<file path="src/rtl/core/positional_list_store_top_macros.svh">
// assertion macros for the positional list store
`ifndef POSITIONAL_LIST_STORE_TOP_MACROS_SVH
`define POSITIONAL_LIST_STORE_TOP_MACROS_SVH

`ifndef SYNTHESIS
// property checked on every clock edge outside reset
`define PLS_ASSERT(name, prop, msg) \
  name: assert property (@(posedge clk_i) disable iff (!rst_ni) prop) else $error(msg);
// property checked on every clock edge, reset included
`define PLS_ASSERT_ALWAYS(name, prop, msg) \
  name: assert property (@(posedge clk_i) prop) else $error(msg);
`else
`define PLS_ASSERT(name, prop, msg)
`define PLS_ASSERT_ALWAYS(name, prop, msg)
`endif

`endif

</file>
<file path="src/rtl/core/pls_pkg.sv">
// types and constants of the positional list store
package pls_pkg;

  localparam int unsigned DEPTH = 32;
  localparam int unsigned AW    = $clog2(DEPTH);
  localparam int unsigned CW    = 7;
  localparam int unsigned DW    = 8;
  localparam int unsigned SW    = 2;
  localparam int unsigned IN_TDATA_W  = 24;
  localparam int unsigned OUT_TDATA_W = 24;

  typedef enum logic [1:0] {
    CMD_INSERT = 2'd0,
    CMD_DELETE = 2'd1,
    CMD_GET    = 2'd2,
    CMD_DUMP   = 2'd3
  } cmd_e;

  typedef enum logic [SW-1:0] {
    ST_OK     = 2'd0,
    ST_BADPOS = 2'd1,
    ST_FULL   = 2'd2,
    ST_EMPTY  = 2'd3
  } status_e;

  typedef enum logic [2:0] {
    S_IDLE,
    S_INS,
    S_INSW,
    S_DEL,
    S_DELW,
    S_GET,
    S_DRD,
    S_DWR
  } state_e;

endpackage

</file>
<file path="src/rtl/core/positional_list_store_top.sv">
// positional list store: ordered byte sequence with insert, delete, get and dump
//
// usage
// - input channel s_axis_*: one beat carries a command (insert, delete, get,
//   dump), a one-based position and a byte for insert
// - output channel m_axis_*: one beat per result with status, byte read,
//   entry count after the command, and tlast on the final result of a command
// - insert, delete and get give one result; dump gives one result per entry,
//   or a single empty-status result when nothing is stored
// - one command at a time: tready is high only while the sequencer is idle and no result is pending
// - get: the ram read is registered, then the byte is held as the pending result and loaded into the output register
// - insert at position p: each moved entry is read and then written through the single ram
//   port pair, count - p + 1 entries moved, then the byte is written and the result issued
// - delete at position p: each moved entry is read and written one place forward, count - p entries
// - dump: each entry is read, then loaded into the output register
// - a result waits in the output register while tready is low; the sequencer
//   holds before loading a new result, so nothing is dropped
// - reset clears the entry count and the control state; ram contents are
//   left as they are, only positions below the count are ever read
`include "positional_list_store_top_macros.svh"

module positional_list_store_top (
  input  logic                              clk_i,
  input  logic                              rst_ni,
  // cmd [1:0], position [8:2], value_in [16:9], zero fill above
  input  logic [pls_pkg::IN_TDATA_W-1:0]    s_axis_tdata,
  input  logic                              s_axis_tvalid,
  output logic                              s_axis_tready,
  // status [1:0], value_out [9:2], count_now [16:10], zero fill above
  output logic [pls_pkg::OUT_TDATA_W-1:0]   m_axis_tdata,
  output logic                              m_axis_tlast,
  output logic                              m_axis_tvalid,
  input  logic                              m_axis_tready
);
  import pls_pkg::*;

  // entry ram, one read and one write port, registered read
  logic [DW-1:0] mem [DEPTH];
  logic          mem_we, mem_re;
  logic [AW-1:0] mem_waddr, mem_raddr;
  logic [DW-1:0] mem_wdata;
  logic [DW-1:0] rd_data_q;

  state_e        state_q, state_d;
  logic [CW-1:0] count_q, count_d;
  logic [CW-1:0] idx_q, idx_d;
  logic [CW-1:0] pos_q, pos_d;
  logic [DW-1:0] val_q, val_d;
  status_e       resp_status_q, resp_status_d;
  logic [DW-1:0] resp_val_q, resp_val_d;
  logic          resp_pend_q, resp_pend_d;

  // output register
  logic          out_valid_q;
  status_e       out_status_q, out_status_d;
  logic [DW-1:0] out_val_q, out_val_d;
  logic [CW-1:0] out_count_q;
  logic          out_last_q, out_last_d;
  logic          out_load;
  logic          can_load;

  // input fields
  cmd_e          in_cmd;
  logic [CW-1:0] in_pos;
  logic [DW-1:0] in_val;
  logic [CW-1:0] in_pos_dec, idx_dec, pos_dec, idx_inc;
  logic          in_beat;

  assign in_cmd = cmd_e'(s_axis_tdata[1:0]);
  assign in_pos = s_axis_tdata[8:2];
  assign in_val = s_axis_tdata[16:9];

  assign in_pos_dec = in_pos - CW'(1);
  assign idx_dec    = idx_q - CW'(1);
  assign idx_inc    = idx_q + CW'(1);
  assign pos_dec    = pos_q - CW'(1);

  assign s_axis_tready = (state_q == S_IDLE) && !resp_pend_q;
  assign in_beat       = s_axis_tvalid && s_axis_tready;
  assign can_load      = !out_valid_q || m_axis_tready;

  always_comb begin
    state_d       = state_q;
    count_d       = count_q;
    idx_d         = idx_q;
    pos_d         = pos_q;
    val_d         = val_q;
    resp_status_d = resp_status_q;
    resp_val_d    = resp_val_q;
    resp_pend_d   = resp_pend_q;
    mem_we        = 1'b0;
    mem_re        = 1'b0;
    mem_waddr     = idx_q[AW-1:0];
    mem_raddr     = idx_q[AW-1:0];
    mem_wdata     = rd_data_q;
    out_load      = 1'b0;
    out_status_d  = resp_status_q;
    out_val_d     = resp_val_q;
    out_last_d    = 1'b1;

    case (state_q)
      S_IDLE: begin
        if (resp_pend_q) begin
          // single-result commands finish here
          if (can_load) begin
            out_load    = 1'b1;
            resp_pend_d = 1'b0;
          end
        end else if (in_beat) begin
          pos_d         = in_pos;
          val_d         = in_val;
          resp_status_d = ST_OK;
          resp_val_d    = '0;
          case (in_cmd)
            CMD_INSERT: begin
              if (in_pos == '0 || in_pos > count_q + CW'(1)) begin
                resp_status_d = ST_BADPOS;
                resp_pend_d   = 1'b1;
              end else if (count_q == CW'(DEPTH)) begin
                resp_status_d = ST_FULL;
                resp_pend_d   = 1'b1;
              end else begin
                idx_d   = count_q;
                state_d = S_INS;
              end
            end
            CMD_DELETE: begin
              if (in_pos == '0 || in_pos > count_q) begin
                resp_status_d = ST_BADPOS;
                resp_pend_d   = 1'b1;
              end else begin
                idx_d   = in_pos;
                state_d = S_DEL;
              end
            end
            CMD_GET: begin
              if (in_pos == '0 || in_pos > count_q) begin
                resp_status_d = ST_BADPOS;
                resp_pend_d   = 1'b1;
              end else begin
                mem_re    = 1'b1;
                mem_raddr = in_pos_dec[AW-1:0];
                state_d   = S_GET;
              end
            end
            default: begin
              if (count_q == '0) begin
                resp_status_d = ST_EMPTY;
                resp_pend_d   = 1'b1;
              end else begin
                idx_d   = '0;
                state_d = S_DRD;
              end
            end
          endcase
        end
      end
      S_INS: begin
        // idx is the slot being filled, moving from the tail toward pos
        if (idx_q >= pos_q) begin
          mem_re    = 1'b1;
          mem_raddr = idx_dec[AW-1:0];
          state_d   = S_INSW;
        end else begin
          mem_we      = 1'b1;
          mem_waddr   = pos_dec[AW-1:0];
          mem_wdata   = val_q;
          count_d     = count_q + CW'(1);
          resp_pend_d = 1'b1;
          state_d     = S_IDLE;
        end
      end
      S_INSW: begin
        mem_we    = 1'b1;
        mem_waddr = idx_q[AW-1:0];
        idx_d     = idx_dec;
        state_d   = S_INS;
      end
      S_DEL: begin
        // idx is the slot being read, its byte moves one place forward
        if (idx_q < count_q) begin
          mem_re    = 1'b1;
          mem_raddr = idx_q[AW-1:0];
          state_d   = S_DELW;
        end else begin
          count_d     = count_q - CW'(1);
          resp_pend_d = 1'b1;
          state_d     = S_IDLE;
        end
      end
      S_DELW: begin
        mem_we    = 1'b1;
        mem_waddr = idx_dec[AW-1:0];
        idx_d     = idx_inc;
        state_d   = S_DEL;
      end
      S_GET: begin
        resp_val_d  = rd_data_q;
        resp_pend_d = 1'b1;
        state_d     = S_IDLE;
      end
      S_DRD: begin
        // read only once the output register is sure to be free next cycle
        if (can_load) begin
          mem_re  = 1'b1;
          state_d = S_DWR;
        end
      end
      S_DWR: begin
        out_load     = 1'b1;
        out_status_d = ST_OK;
        out_val_d    = rd_data_q;
        out_last_d   = (idx_inc == count_q);
        idx_d        = idx_inc;
        state_d      = (idx_inc == count_q) ? S_IDLE : S_DRD;
      end
      default: begin
        state_d = S_IDLE;
      end
    endcase
  end

  always_ff @(posedge clk_i or negedge rst_ni) begin
    if (!rst_ni) begin
      state_q     <= S_IDLE;
      count_q     <= '0;
      resp_pend_q <= 1'b0;
      out_valid_q <= 1'b0;
    end else begin
      state_q     <= state_d;
      count_q     <= count_d;
      resp_pend_q <= resp_pend_d;
      if (out_load) begin
        out_valid_q <= 1'b1;
      end else if (m_axis_tready) begin
        out_valid_q <= 1'b0;
      end
    end
  end

  // payload registers
  always_ff @(posedge clk_i) begin
    idx_q         <= idx_d;
    pos_q         <= pos_d;
    val_q         <= val_d;
    resp_status_q <= resp_status_d;
    resp_val_q    <= resp_val_d;
    if (out_load) begin
      out_status_q <= out_status_d;
      out_val_q    <= out_val_d;
      out_count_q  <= count_q;
      out_last_q   <= out_last_d;
    end
  end

  // entry ram
  always_ff @(posedge clk_i) begin
    if (mem_we) begin
      mem[mem_waddr] <= mem_wdata;
    end
    if (mem_re) begin
      rd_data_q <= mem[mem_raddr];
    end
  end

  assign m_axis_tvalid = out_valid_q;
  assign m_axis_tlast  = out_last_q;
  assign m_axis_tdata  = {7'd0, out_count_q, out_val_q, out_status_q};

  `PLS_ASSERT(a_count_bound, count_q <= CW'(DEPTH), "entry count above capacity")
  `PLS_ASSERT(a_load_free, out_load |-> (!out_valid_q || m_axis_tready),
              "result loaded over an untaken result")
  `PLS_ASSERT(a_count_step, (count_q != $past(count_q)) |->
              (count_q == $past(count_q) + CW'(1) || count_q == $past(count_q) - CW'(1)),
              "entry count moved by more than one")
  `PLS_ASSERT_ALWAYS(a_ram_ports, (mem_we && mem_re) |-> (mem_waddr != mem_raddr),
                     "read and write of the same entry in one cycle")

endmodule

</file>
<file path="config.mk">
export PLATFORM = sky130hd
export DESIGN_NAME = positional_list_store_top
export DESIGN_NICKNAME = d
export VERILOG_FILES = /design/src/rtl/core/pls_pkg.sv /design/src/rtl/core/positional_list_store_top.sv
export VERILOG_INCLUDE_DIRS = /design/src /design/src/rtl/core
export SDC_FILE = /design/constraint.sdc
export NUM_CORES = 1
export LEC_CHECK = 0
export CAP_MARGIN = 5
export CORE_UTILIZATION = 45
export CTS_BUF_LIST = sky130_fd_sc_hd__clkbuf_4 sky130_fd_sc_hd__clkbuf_8
export DETAILED_ROUTE_END_ITERATION = 12
export DONT_BUFFER_PORTS = 1
export MAX_ROUTING_LAYER = met4
export REMOVE_ABC_BUFFERS = 1
export SLEW_MARGIN = 0
export SYNTH_ARGS = -nofsm -noshare
export SYNTH_HDL_FRONTEND = slang
export SYNTH_SLANG_ARGS = --single-unit
</file>
<file path="constraint.sdc">
create_clock -name clk_i -period 6 [get_ports clk_i]
set_input_delay 1.2 -clock clk_i [delete_from_list [all_inputs] [get_ports clk_i]]
set_output_delay 1.2 -clock clk_i [all_outputs]
set_load 0.005 [all_outputs]
</file>
==> flow_summary.json <==
{
  "path_buf_inv": 1,
  "seq_area_frac_synth_pct": 63.85,
  "die-height_um": 186.0,
  "cts_max_level": 2,
  "drc_errors": 0,
  "synthFlopType": "edfxtp_1",
  "area_delta_synth_final_pct": 8.564,
  "cp_max_fo": 14,
  "final_cell_area_mm2": 0.01654,
  "synth_compound_area_share_pct": 9.640,
  "utilization_pct": 49.46,
  "worstSetupPathType": "flip-flop to flip-flop",
  "yosys_warnings": 0,
  "post_cts.repair.setup_buffers": 0,
  "hp-class": "input port to async pin",
  "critPathCapture": "mem[14][2]$_DFFE_PP_",
  "overflow": 0,
  "dieArea_mm2": 0.03460,
  "r2r_cells": 9,
  "antennaDiodeCount": 0,
  "synth_xor_area_share_pct": 1.839,
  "vias": 9180,
  "finalCritPeriodShare_pct": 75.49,
  "regToRegSetupSlack_ns": 1.47,
  "grt_util_all_layers_pct": 21.23,
  "grt_pass1_wl_um": 52560,
  "synthMuxAreaShare_pct": 8.901,
  "rr_endpoint": "mem[14][2]$_DFFE_PP_",
  "grt_max_degree": 95,
  "drv_slew": 0,
  "synthAdderAreaFrac_pct": 3.186,
  "syn_avg_cell_area_um2": 13.47,
  "hold_violations": 0,
  "cts_sinks": 326,
  "fin_crit_ns": 4.529,
  "power_leakage_nw": 5.790,
  "grt_pass1_vias": 8676,
  "initial_utilization_pct": 45.56,
  "cpMostUsedCell": "nand2_1",
  "ant_nets": 0,
  "cellPowerDensity_mw_per_mm2": 613.1,
  "cts_buffers": 53,
  "antenna_found_initial": 0,
  "worstSetupStartpoint": "idx_q[0]$_DFFE_PP_",
  "netlist_instances": 1131,
  "dr.first_iter.drc_count": 722,
  "final_common_cell": "edfxtp_1",
  "path_depth": 9,
  "setup_violations": 0,
  "layout_common_cells": "edfxtp_1, nand2_1, mux2i_1, nor2_1, clkbuf_8",
  "status": "completed",
  "synth_area_mm2": 0.01524,
  "path_cells": "inv_1 > ha_1 > nand2b_1 > a211oi_1 > o21a_1 > nand2_1 > o221ai_1 > nand2_1 > nor2_1",
  "crit_family": "simple AND/OR/NAND/NOR gates",
  "tightestPinTransition_ns": 1.044,
  "io_buffers": 0,
  "synth-edff-count": 314,
  "clk_pin_slew_ns": 0.06,
  "synth-simple-area-share_pct": 9.434,
  "core_region_area_mm2": 0.03345,
  "first_pass_iters": 5,
  "placed_area_mm2": 0.01554,
  "synthArstFlopShare_pct": 3.681,
  "wl_um": 35030,
  "cts_tree": "done",
  "rsz0062_at_grt": "no",
  "die_w_um": 186.0,
  "ir_drop_uv": 489.1,
  "ctsResizeCount": 0,
  "dp_hpwl_um": 22560,
  "cp.required_ns": 6.22,
  "yosysTopAreaCellShare_pct": 61.88,
  "synth_area_leaders": "edfxtp_1, mux2i_1, nand2_1, ha_1, mux2_2",
  "cts_hold_buffers": 0,
  "ys_types": 69,
  "maxCapViolCount": 0,
  "timing.rr.start": "idx_q[0]$_DFFE_PP_",
  "ios": 55,
  "gp_congestion": 0.9214,
  "fin_skew_ns": 0.02530,
  "cts-root-buf": "clkbuf_8",
  "avgRoutedWirePerCell_um": 21.62,
  "critPathSlowestCell": "nor2_1",
  "via_per_inst": 5.667,
  "clockBufferDepth": 3,
  "cp-start-kind": "flip-flop",
  "cp-end-kind": "flip-flop",
  "synth_top_family_by_area": "compound AO/OA/AOI/OAI gates",
  "rows": 67,
  "finalNetCount": 1198,
  "slew_headroom_pct": 29.64,
  "max_stage_delay_ns": 0.84,
  "synth_seq_cells": 326,
  "synth_area_leader_cell": "edfxtp_1",
  "timing.fmax_mhz": 220.8,
  "drive_above_1_share_pct": 10.49,
  "cp_data_arrival_time_ns": 4.75,
  "clock_latency_ns": 0.60
}
[layer usage]
metal / up-vias / wire length, um / track usage [%]
met5: - / 0 / -
met4: 0 / 754 / 6.361
met3: 57 / 2233 / 3.404
met2: 316 / 15890 / 31.33
met1: 4510 / 16150 / 30.07
li1: 4297 / - / -
[state kept, by name, summed over array words and instances (netlist names)]
register       cells
m_axis_tvalid      1
state_q            3
resp_status_q      2
val_q              8
pos_q              7
count_q            7
m_axis_tlast       1
rd_data_q          8
out_count_q        7
idx_q              7
resp_val_q         8
out_status_q       2
out_val_q          8
resp_pend_q        1
mem              256
[power by group]
| group | internal (mW) | switching (mW) | total [mW] |
|---|---|---|---|
| combinational | 1.56 | 3.11 | 4.67 |
| sequential | 3.34 | 0.307 | 3.65 |
| clock | 0.966 | 0.855 | 1.82 |
| total | 5.87 | 4.27 | 10.1 |
[Yosys cell counts (3+ instances only)]
cell,count
a31oi_1,25
dfrtp_1,12
o221ai_1,3
clkbuf_1,23
a22oi_1,6
and3_1,5
a21o_1,3
nor2_1,53
a2111oi_0,3
and2_1,30
o21ai_0,24
buf_1,5
o21ai_1,4
xor2_1,11
buf_4,20
a32o_1,8
o21a_1,10
a211oi_1,31
xnor2_1,21
o22ai_1,4
o2111ai_1,7
nand2_1,128
edfxtp_1,314
a22o_1,9
inv_1,26
a21oi_1,29
ha_1,38
nand2b_1,12
nor3_1,12
o2bb2ai_1,7
buf_2,15
mux2_2,28
o211ai_1,4
mux2i_1,104
buf_6,4
a221oi_1,4
nand3_1,21
a32oi_1,8
nand4_1,4
nor2b_1,18
[how the worst min path moves through the flow]
stage,end
5_1_grt,count_q[0]$_DFFE_PN0P_
3_5_place_dp,out_status_q[0]$_SDFFCE_PP0P_
3_3_place_gp,out_status_q[0]$_SDFFCE_PP0P_
4_1_cts,count_q[0]$_DFFE_PN0P_
2_1_floorplan,out_count_q[5]$_DFFE_PP_
6_report,count_q[0]$_DFFE_PN0P_
[through the flow]
stage | hold WS (ns) | setup TNS (ns) | total power, mW | instances | setup slack, ns
global placement | 0.5027 | 0 | 8.310 | 1525 | 1.148
finish | 0.2873 | 0 | 10.14 | 1620 | 1.471
floorplan | 0.4906 | -30.17 | 6.676 | 1070 | -3.789
CTS | 0.2495 | 0 | 10.19 | 1620 | 1.568
detailed placement | 0.5132 | 0 | 8.358 | 1525 | 1.200
global route | 0.2637 | 0 | 10.73 | 1620 | 1.075
[layout make-up]
class / instances / area, um2
inverters: 27 / 101.3
flip-flops and latches: 326 / 9729
fillers: 2841 / 16910
well taps: 448 / 560.5
clock buffers: 69 / 849.6
repair buffers: 7 / 77.57
multi-input cells: 717 / 5076
clock inverters: 26 / 148.9
[cells by family after synthesis]
kind of cell	count (synthesis)
buffers and inverters	94
XOR/XNOR	32
flip-flops	326
AO/OA/AOI/OAI	206
adder cells (fa/ha/maj)	39
other	1
AND/OR/NAND/NOR	301
multiplexers	132
Power figures use the tool's default switching activity.
